[src/rtl/core/prfu_pkg.sv]
`default_nettype none

package prfu_pkg;

  localparam int MAX_FIELDS   = 8;
  localparam int MAX_WIDTH    = 31;
  localparam int BYTE_BITS    = 8;
  localparam int MAX_RESULTS  = 8;

  localparam int FIELD_W      = 3;
  localparam int WIDTH_W      = 5;
  localparam int BIAS_W       = 8;
  localparam int BUF_W        = 39;
  localparam int HELD_W       = 6;
  localparam int INDEX_W      = 33;
  localparam int COUNT_W      = 4;
  localparam int RECORD_W     = 32;
  localparam int WIDTHS_W     = 40;
  localparam int BIASES_W     = 64;
  localparam int CFG_INDEX_W  = 3;
  localparam int CFG_DATA_W   = 64;
  localparam int RESULT_CNT_W = 3;

  localparam logic [CFG_INDEX_W-1:0] REG_FIELD_COUNT  = 3'd0;
  localparam logic [CFG_INDEX_W-1:0] REG_FIELD_WIDTHS = 3'd1;
  localparam logic [CFG_INDEX_W-1:0] REG_FIELD_BIASES = 3'd2;
  localparam logic [CFG_INDEX_W-1:0] REG_RECORD_COUNT = 3'd3;

  typedef struct packed {
    logic load_byte;
    logic commit;
    logic miss;
    logic move;
    logic move_last;
  } prfu_cmd_t;

  typedef struct packed {
    logic run_ok;
    logic hit;
    logic table_end;
  } prfu_status_t;

  typedef struct packed {
    logic               found;
    logic [FIELD_W-1:0] idx;
  } prfu_pick_t;

  function automatic prfu_pick_t lowest_set(input logic [MAX_FIELDS-1:0] m);
    prfu_pick_t p;
    p = '0;
    for (int i = MAX_FIELDS - 1; i >= 0; i--) begin
      if (m[i]) begin
        p.found = 1'b1;
        p.idx   = FIELD_W'(i);
      end
    end
    return p;
  endfunction

endpackage

`default_nettype wire

[src/rtl/core/prfu_datapath.sv]
`default_nettype none

module prfu_datapath (
  input  logic                                clk,
  input  logic                                rst,
  input  logic                                cfg_valid,
  input  logic [prfu_pkg::CFG_INDEX_W-1:0]    cfg_index,
  input  logic [prfu_pkg::CFG_DATA_W-1:0]     cfg_data,
  input  logic [prfu_pkg::BYTE_BITS-1:0]      in_byte,
  input  prfu_pkg::prfu_cmd_t                 cmd,
  output prfu_pkg::prfu_status_t              status,
  output logic [prfu_pkg::FIELD_W-1:0]        field_number,
  output logic signed [prfu_pkg::INDEX_W-1:0] symbol_index,
  output logic                                record_end,
  output logic                                table_end,
  output logic                                last
);
  import prfu_pkg::*;

  logic [COUNT_W-1:0]  field_count;
  logic [WIDTHS_W-1:0] field_widths;
  logic [BIASES_W-1:0] field_biases;
  logic [RECORD_W-1:0] record_count;

  logic [BUF_W-1:0]    bit_buffer;
  logic [HELD_W-1:0]   bits_held;
  logic [FIELD_W-1:0]  current_field;
  logic [RECORD_W-1:0] records_done;

  logic [FIELD_W-1:0]        stg_field;
  logic signed [INDEX_W-1:0] stg_index;
  logic                      stg_record_end;
  logic                      stg_table_end;

  logic [COUNT_W-1:0]    cnt_eff;
  logic [WIDTH_W-1:0]    fw_raw [MAX_FIELDS];
  logic [WIDTH_W-1:0]    fw [MAX_FIELDS];
  logic [MAX_FIELDS-1:0] act;
  logic [MAX_FIELDS-1:0] from_cur;
  logic [MAX_FIELDS-1:0] after_f;
  prfu_pick_t            pick_cur;
  prfu_pick_t            pick_first;
  prfu_pick_t            pick_next;
  logic [FIELD_W-1:0]    f;
  logic [WIDTH_W-1:0]    w;
  logic [BIAS_W-1:0]     bias;
  logic [MAX_WIDTH-1:0]  bits;
  logic signed [INDEX_W-1:0] idx;
  logic                  rec_end;
  logic                  rec_match;
  logic [BUF_W-1:0]      shifted;

  always_ff @(posedge clk) begin
    if (rst) begin
      field_count  <= COUNT_W'(1);
      field_widths <= '0;
      field_biases <= '0;
      record_count <= '0;
    end else if (cfg_valid) begin
      case (cfg_index)
        REG_FIELD_COUNT:  field_count  <= cfg_data[COUNT_W-1:0];
        REG_FIELD_WIDTHS: field_widths <= cfg_data[WIDTHS_W-1:0];
        REG_FIELD_BIASES: field_biases <= cfg_data[BIASES_W-1:0];
        REG_RECORD_COUNT: record_count <= cfg_data[RECORD_W-1:0];
        default: begin
        end
      endcase
    end
  end

  always_comb begin
    if (field_count == '0) begin
      cnt_eff = COUNT_W'(1);
    end else if (field_count > COUNT_W'(MAX_FIELDS)) begin
      cnt_eff = COUNT_W'(MAX_FIELDS);
    end else begin
      cnt_eff = field_count;
    end
  end

  always_comb begin
    for (int i = 0; i < MAX_FIELDS; i++) begin
      fw_raw[i] = field_widths[i*WIDTH_W +: WIDTH_W];
      fw[i]     = (fw_raw[i] > WIDTH_W'(MAX_WIDTH)) ? WIDTH_W'(MAX_WIDTH) : fw_raw[i];
      act[i]    = (COUNT_W'(i) < cnt_eff) && (fw[i] != '0);
      from_cur[i] = act[i] && (FIELD_W'(i) >= current_field);
    end
  end

  assign pick_cur   = lowest_set(from_cur);
  assign pick_first = lowest_set(act);
  assign f          = pick_cur.found ? pick_cur.idx : pick_first.idx;
  assign w          = fw[f];

  always_comb begin
    for (int i = 0; i < MAX_FIELDS; i++) begin
      after_f[i] = act[i] && (FIELD_W'(i) > f);
    end
  end

  assign pick_next = lowest_set(after_f);
  assign rec_end   = !pick_next.found;
  assign bias      = field_biases[f*BIAS_W +: BIAS_W];
  assign bits      = bit_buffer[MAX_WIDTH-1:0] & ~({MAX_WIDTH{1'b1}} << w);
  assign idx       = INDEX_W'(bits) + {{(INDEX_W-BIAS_W){bias[BIAS_W-1]}}, bias};
  assign rec_match = ({1'b0, records_done} + (RECORD_W+1)'(1)) == {1'b0, record_count};
  assign shifted   = BUF_W'(in_byte) << bits_held;

  assign status.run_ok    = pick_first.found && (records_done < record_count);
  assign status.hit       = HELD_W'(w) <= bits_held;
  assign status.table_end = rec_end && rec_match;

  always_ff @(posedge clk) begin
    if (rst) begin
      bit_buffer    <= '0;
      bits_held     <= '0;
      current_field <= '0;
      records_done  <= '0;
    end else if (cmd.load_byte) begin
      if (bits_held <= HELD_W'(BUF_W - BYTE_BITS)) begin
        bit_buffer <= bit_buffer | shifted;
        bits_held  <= bits_held + HELD_W'(BYTE_BITS);
      end
    end else if (cmd.commit) begin
      bit_buffer    <= bit_buffer >> w;
      bits_held     <= bits_held - HELD_W'(w);
      records_done  <= records_done + RECORD_W'(rec_end);
      current_field <= rec_end ? '0 : pick_next.idx;
    end else if (cmd.miss) begin
      current_field <= f;
    end
  end

  always_ff @(posedge clk) begin
    if (cmd.commit) begin
      stg_field      <= f;
      stg_index      <= idx;
      stg_record_end <= rec_end;
      stg_table_end  <= status.table_end;
    end
    if (cmd.move) begin
      field_number <= stg_field;
      symbol_index <= stg_index;
      record_end   <= stg_record_end;
      table_end    <= stg_table_end;
      last         <= cmd.move_last;
    end
  end

endmodule

`default_nettype wire

[src/rtl/core/prfu_ctrl.sv]
`default_nettype none

module prfu_ctrl (
  input  logic                   clk,
  input  logic                   rst,
  input  logic                   in_valid,
  output logic                   in_ready,
  output logic                   out_valid,
  input  logic                   out_ready,
  input  prfu_pkg::prfu_status_t status,
  output prfu_pkg::prfu_cmd_t    cmd
);
  import prfu_pkg::*;

  localparam logic [1:0] ST_IDLE  = 2'd0;
  localparam logic [1:0] ST_STEP  = 2'd1;
  localparam logic [1:0] ST_FLUSH = 2'd2;

  logic [1:0]              state;
  logic [1:0]              state_next;
  logic                    stg_valid;
  logic                    stg_valid_next;
  logic [RESULT_CNT_W-1:0] n;
  logic [RESULT_CNT_W-1:0] n_next;
  logic                    out_valid_next;
  logic                    out_free;

  assign in_ready = (state == ST_IDLE);
  assign out_free = !out_valid || out_ready;

  always_comb begin
    state_next     = state;
    stg_valid_next = stg_valid;
    n_next         = n;
    cmd            = '0;
    case (state)
      ST_IDLE: begin
        if (in_valid && status.run_ok) begin
          cmd.load_byte = 1'b1;
          n_next        = '0;
          state_next    = ST_STEP;
        end
      end
      ST_STEP: begin
        if (out_free) begin
          if (status.hit) begin
            cmd.commit     = 1'b1;
            cmd.move       = stg_valid;
            stg_valid_next = 1'b1;
            n_next         = n + RESULT_CNT_W'(1);
            if (status.table_end || n == RESULT_CNT_W'(MAX_RESULTS - 1)) begin
              state_next = ST_FLUSH;
            end
          end else begin
            cmd.miss       = 1'b1;
            cmd.move       = stg_valid;
            cmd.move_last  = 1'b1;
            stg_valid_next = 1'b0;
            state_next     = ST_IDLE;
          end
        end
      end
      ST_FLUSH: begin
        if (out_free) begin
          cmd.move       = 1'b1;
          cmd.move_last  = 1'b1;
          stg_valid_next = 1'b0;
          state_next     = ST_IDLE;
        end
      end
      default: begin
        state_next = ST_IDLE;
      end
    endcase
    out_valid_next = cmd.move ? 1'b1 : (out_ready ? 1'b0 : out_valid);
  end

  always_ff @(posedge clk) begin
    if (rst) begin
      state     <= ST_IDLE;
      stg_valid <= 1'b0;
      n         <= '0;
      out_valid <= 1'b0;
    end else begin
      state     <= state_next;
      stg_valid <= stg_valid_next;
      n         <= n_next;
      out_valid <= out_valid_next;
    end
  end

endmodule

`default_nettype wire

[src/rtl/core/packed_record_field_unpacker.sv]
// A byte's beat loads the bit buffer; each field it releases passes through a staging register
// to the output register. Extraction takes one step per cycle in the shared shift-and-add unit
// while the output is not stalled; no new byte is taken until the current one is done.
// Reset clears the bit buffer, the field and record counters and the registers
// (field count to 1, all others to 0); no output beat is pending after reset.
`default_nettype none

module packed_record_field_unpacker (
  input  logic                                clk,
  input  logic                                rst,
  input  logic                                cfg_valid,
  output logic                                cfg_ready,
  input  logic [prfu_pkg::CFG_INDEX_W-1:0]    cfg_index,
  input  logic [prfu_pkg::CFG_DATA_W-1:0]     cfg_data,
  input  logic                                in_valid,
  output logic                                in_ready,
  input  logic [prfu_pkg::BYTE_BITS-1:0]      in_byte,
  output logic                                out_valid,
  input  logic                                out_ready,
  output logic [prfu_pkg::FIELD_W-1:0]        field_number,
  output logic signed [prfu_pkg::INDEX_W-1:0] symbol_index,
  output logic                                record_end,
  output logic                                table_end,
  output logic                                last
);
  import prfu_pkg::*;

  prfu_cmd_t    cmd;
  prfu_status_t status;

  assign cfg_ready = 1'b1;

  prfu_ctrl u_ctrl (
    .clk       (clk),
    .rst       (rst),
    .in_valid  (in_valid),
    .in_ready  (in_ready),
    .out_valid (out_valid),
    .out_ready (out_ready),
    .status    (status),
    .cmd       (cmd)
  );

  prfu_datapath u_datapath (
    .clk          (clk),
    .rst          (rst),
    .cfg_valid    (cfg_valid),
    .cfg_index    (cfg_index),
    .cfg_data     (cfg_data),
    .in_byte      (in_byte),
    .cmd          (cmd),
    .status       (status),
    .field_number (field_number),
    .symbol_index (symbol_index),
    .record_end   (record_end),
    .table_end    (table_end),
    .last         (last)
  );

endmodule

`default_nettype wire

[config.mk]
export PLATFORM = sky130hd
export DESIGN_NAME = packed_record_field_unpacker
export DESIGN_NICKNAME = d
export VERILOG_FILES = /design/src/rtl/core/prfu_pkg.sv /design/src/rtl/core/prfu_datapath.sv /design/src/rtl/core/prfu_ctrl.sv /design/src/rtl/core/packed_record_field_unpacker.sv
export SDC_FILE = /design/constraint.sdc
export NUM_CORES = 1
export LEC_CHECK = 0
export BUFFER_PORTS_ARGS = -buffer_cell sky130_fd_sc_hd__buf_4
export CAP_MARGIN = 20
export CORE_MARGIN = 4
export CORE_UTILIZATION = 55
export DETAILED_ROUTE_END_ITERATION = 10
export PLACE_DENSITY = 0.84
export SYNTH_ARGS = -nofsm -noshare
export SYNTH_HDL_FRONTEND = slang
export SYNTH_SLANG_ARGS = --single-unit
[constraint.sdc]
create_clock -name clk -period 11.7 [get_ports clk]
set_clock_uncertainty 0.1 [all_clocks]
set_input_delay 2.34 -clock clk [delete_from_list [all_inputs] [get_ports clk]]
set_output_delay 2.34 -clock clk [all_outputs]
set_load 0.05 [all_outputs]
==> qor.yml <==
hold_class: "flop to flop"
synth_area_leaders: "dfxtp_1 24%, edfxtp_1 12%, nand2_1 9.6%"
grt_first_pass_wirelength_um: 95440
synth_edf_count: 77
grt_usage_pct: 32.59
finalPower_w: 0.002984
core-area_um2: 33620
yosys.area.top_type: "dfxtp_1"
synth_cell_types: 97
wl_per_cell_um: 21.69
ant_nets: 0
hpwl_um: 44820
place_congestion: 1.045
cts_resized: 0
num_vias: 17890
synth_ff_type: "dfxtp_1"
leakage_nw: 8.079
post-route-cell-area_um2: 21050
drc_errors: 0
timing.hold.ws_ns: 0.3139
post_dp_cell_area_um2: 19840
numPortBuffers: 120
relSlewSlack_pct: 29.00
cts_num_sinks: 304
syn-num-nets: 2473
htreeDepth: 2
first_pass_iters: 6
area_growth_pct: 12.28
required_ns: 11.84
avgSynthCellArea_um2: 8.103
post_cts_buffers: 0
n_fill_cell: 2875
cts_tree: "yes"
diodes: 0
num_rows: 67
io_pins: 122
status: "finished, final reports clean"
clk_pin_slew_ns: 0.06
cts_root_buf: "clkbuf_16"
powerDensity_nw_per_um2: 141.8
vias_per_cell: 6.317
routed_wirelength_um: 61410
worstPathBufferInverterCount: 3
first_iter_violations: 2082
num-nets-final: 2520
cpMaxStageDelayCell: "o41ai_1"
final_cell_mix: "479 x nand2_1, 245 x a21oi_1, 227 x dfxtp_1"
ys_seq_area_share_pct: 36.58
synth_seq_cells: 304
cts_buffer_depth: 3
grt_start_max_net_pins: 106
netlist_instances: 2313
crit_top_cell: "o21ai_0"
drv_cap: 0
cp.arrival_ns: 8.51
clk_latency_ns: 0.53
die-height_um: 192.6
cts-buffers-inserted: 34
dieArea_um2: 37090
cpPeakStageDelay_ns: 0.70
yosysWarnings: 0
overflow: 0
fmax_mhz: 119.6
grt_pass1_vias: 16740
antenna_found_initial: 2
slew_violations: 0
wl_met2_um: 26310
synthArstFlopShare_pct: 0
hold_viol_final: 0
period_share_pct: 71.46
rsz0062_at_grt: "no"
start_util_pct: 55.76
critPathMaxFanout: 35
drive_gt1_share_pct: 11.24
vdd_drop_max_mv: 0.1646
final_common_cell: "nand2_1"
end_kind: "flop"
min_period_ns: 8.361
synth.top_cell.area_share_pct: 24.25
hold_buffers: 0
critPathLaunchType: "flop"
highest_layer: "met5"
syn_area_um2: 18740
die_x_um: 192.6
setup-tns-final_ns: 0
path_class: "flop to flop"
wl_met1_um: 26500
critPathTopFamily: "compound AO/OA/AOI/OAI gates"
setup_violations: 0
tightestPinTransition_ns: 1.065
met3_length_um: 6421
[synth_stat cells (all sizes together) (32+ instances only)]
| cell type | n |
|---|---|
| nand2 | 481 |
| nand3 | 84 |
| inv | 64 |
| o21ai | 99 |
| clkbuf | 91 |
| mux2i | 120 |
| a21oi | 246 |
| nor2 | 155 |
| edfxtp | 77 |
| nor3 | 32 |
| buf | 41 |
| ha | 78 |
| dfxtp | 227 |
| xnor2 | 65 |
[cells by family (layout without fill, tap and decap cells)]
group / Yosys count / in the layout / synth area share, %
compound gates: 605 / 605 / 20.35
xor+xnor: 96 / 96 / 4.486
fa+ha+maj: 80 / 80 / 5.421
buf+inv: 196 / 267 / 4.353
flops: 304 / 304 / 36.58
mux: 142 / 142 / 7.730
other cells: 1 / 1 / 0.02001
simple gates: 889 / 889 / 21.05
[registers in the layout, summed over array words and instances, names as in the netlist, 3 cells and up]
register                  cells
u_datapath.field_biases      64
u_datapath.field_widths      40
u_datapath.bit_buffer        39
u_datapath.stg_index         33
u_datapath.symbol_index      33
u_datapath.record_count      32
u_datapath.records_done      32
u_datapath.bits_held          6
u_datapath.field_count        4
u_ctrl.n                      3
u_datapath.current_field      3
u_datapath.field_number       3
u_datapath.stg_field          3
[layer usage]
layer | global-route usage (%) | vias up
met5 | 0 | -
met4 | 10.75 | 4
met3 | 5.861 | 160
met2 | 49.50 | 950
met1 | 46.99 | 8449
li1 | - | 8326
[final cells by class]
cell class / instances / area (um2) / area share, %
clock buffer: 47 / 993.5 / 4.721
clock inverter: 13 / 160.2 / 0.7610
inverter: 64 / 247.7 / 1.177
multi-input combinational: 1813 / 11120 / 52.84
sequential: 304 / 6857 / 32.58
tap: 448 / 560.5 / 2.663
timing repair buffer: 143 / 1106 / 5.256
[through the flow]
stage	setup slack, ns	utilization, %	std cells
after global placement	3.864	59.02	2769
after floorplan	4.579	-	2313
after CTS	3.554	62.45	2829
after global routing	2.804	62.60	2832
after detailed placement	3.601	59.02	2769
final	3.339	62.60	2832
[power by group]
part | switching [W] | internal (W) | total [W] | leakage (nW)
sequential | 0.0000752 | 0.00114 | 0.00121 | 2.52
clock | 0.000445 | 0.000665 | 0.00111 | 0.562
combinational | 0.000434 | 0.000227 | 0.000661 | 5.00
total | 0.000954 | 0.00203 | 0.00298 | 8.08
[final timing paths]
| check | from | endpoint | slack, ns | cells after the start |
|---|---|---|---|---|
| max | u_datapath.field_widths[21]$_SDFFE_PP0P_ | u_datapath.stg_index[31]$_DFFE_PP_ | 3.34 | 28 |
| min | u_datapath.stg_index[31]$_DFFE_PP_ | u_datapath.symbol_index[31]$_DFFE_PP_ | 0.31 | 0 |
| max reg2reg | u_datapath.field_widths[21]$_SDFFE_PP0P_ | u_datapath.stg_index[31]$_DFFE_PP_ | 3.34 | 28 |
| min reg2reg | u_datapath.stg_index[31]$_DFFE_PP_ | u_datapath.symbol_index[31]$_DFFE_PP_ | 0.31 | 0 |
No activity file was read; power rests on OpenSTA's default activity.
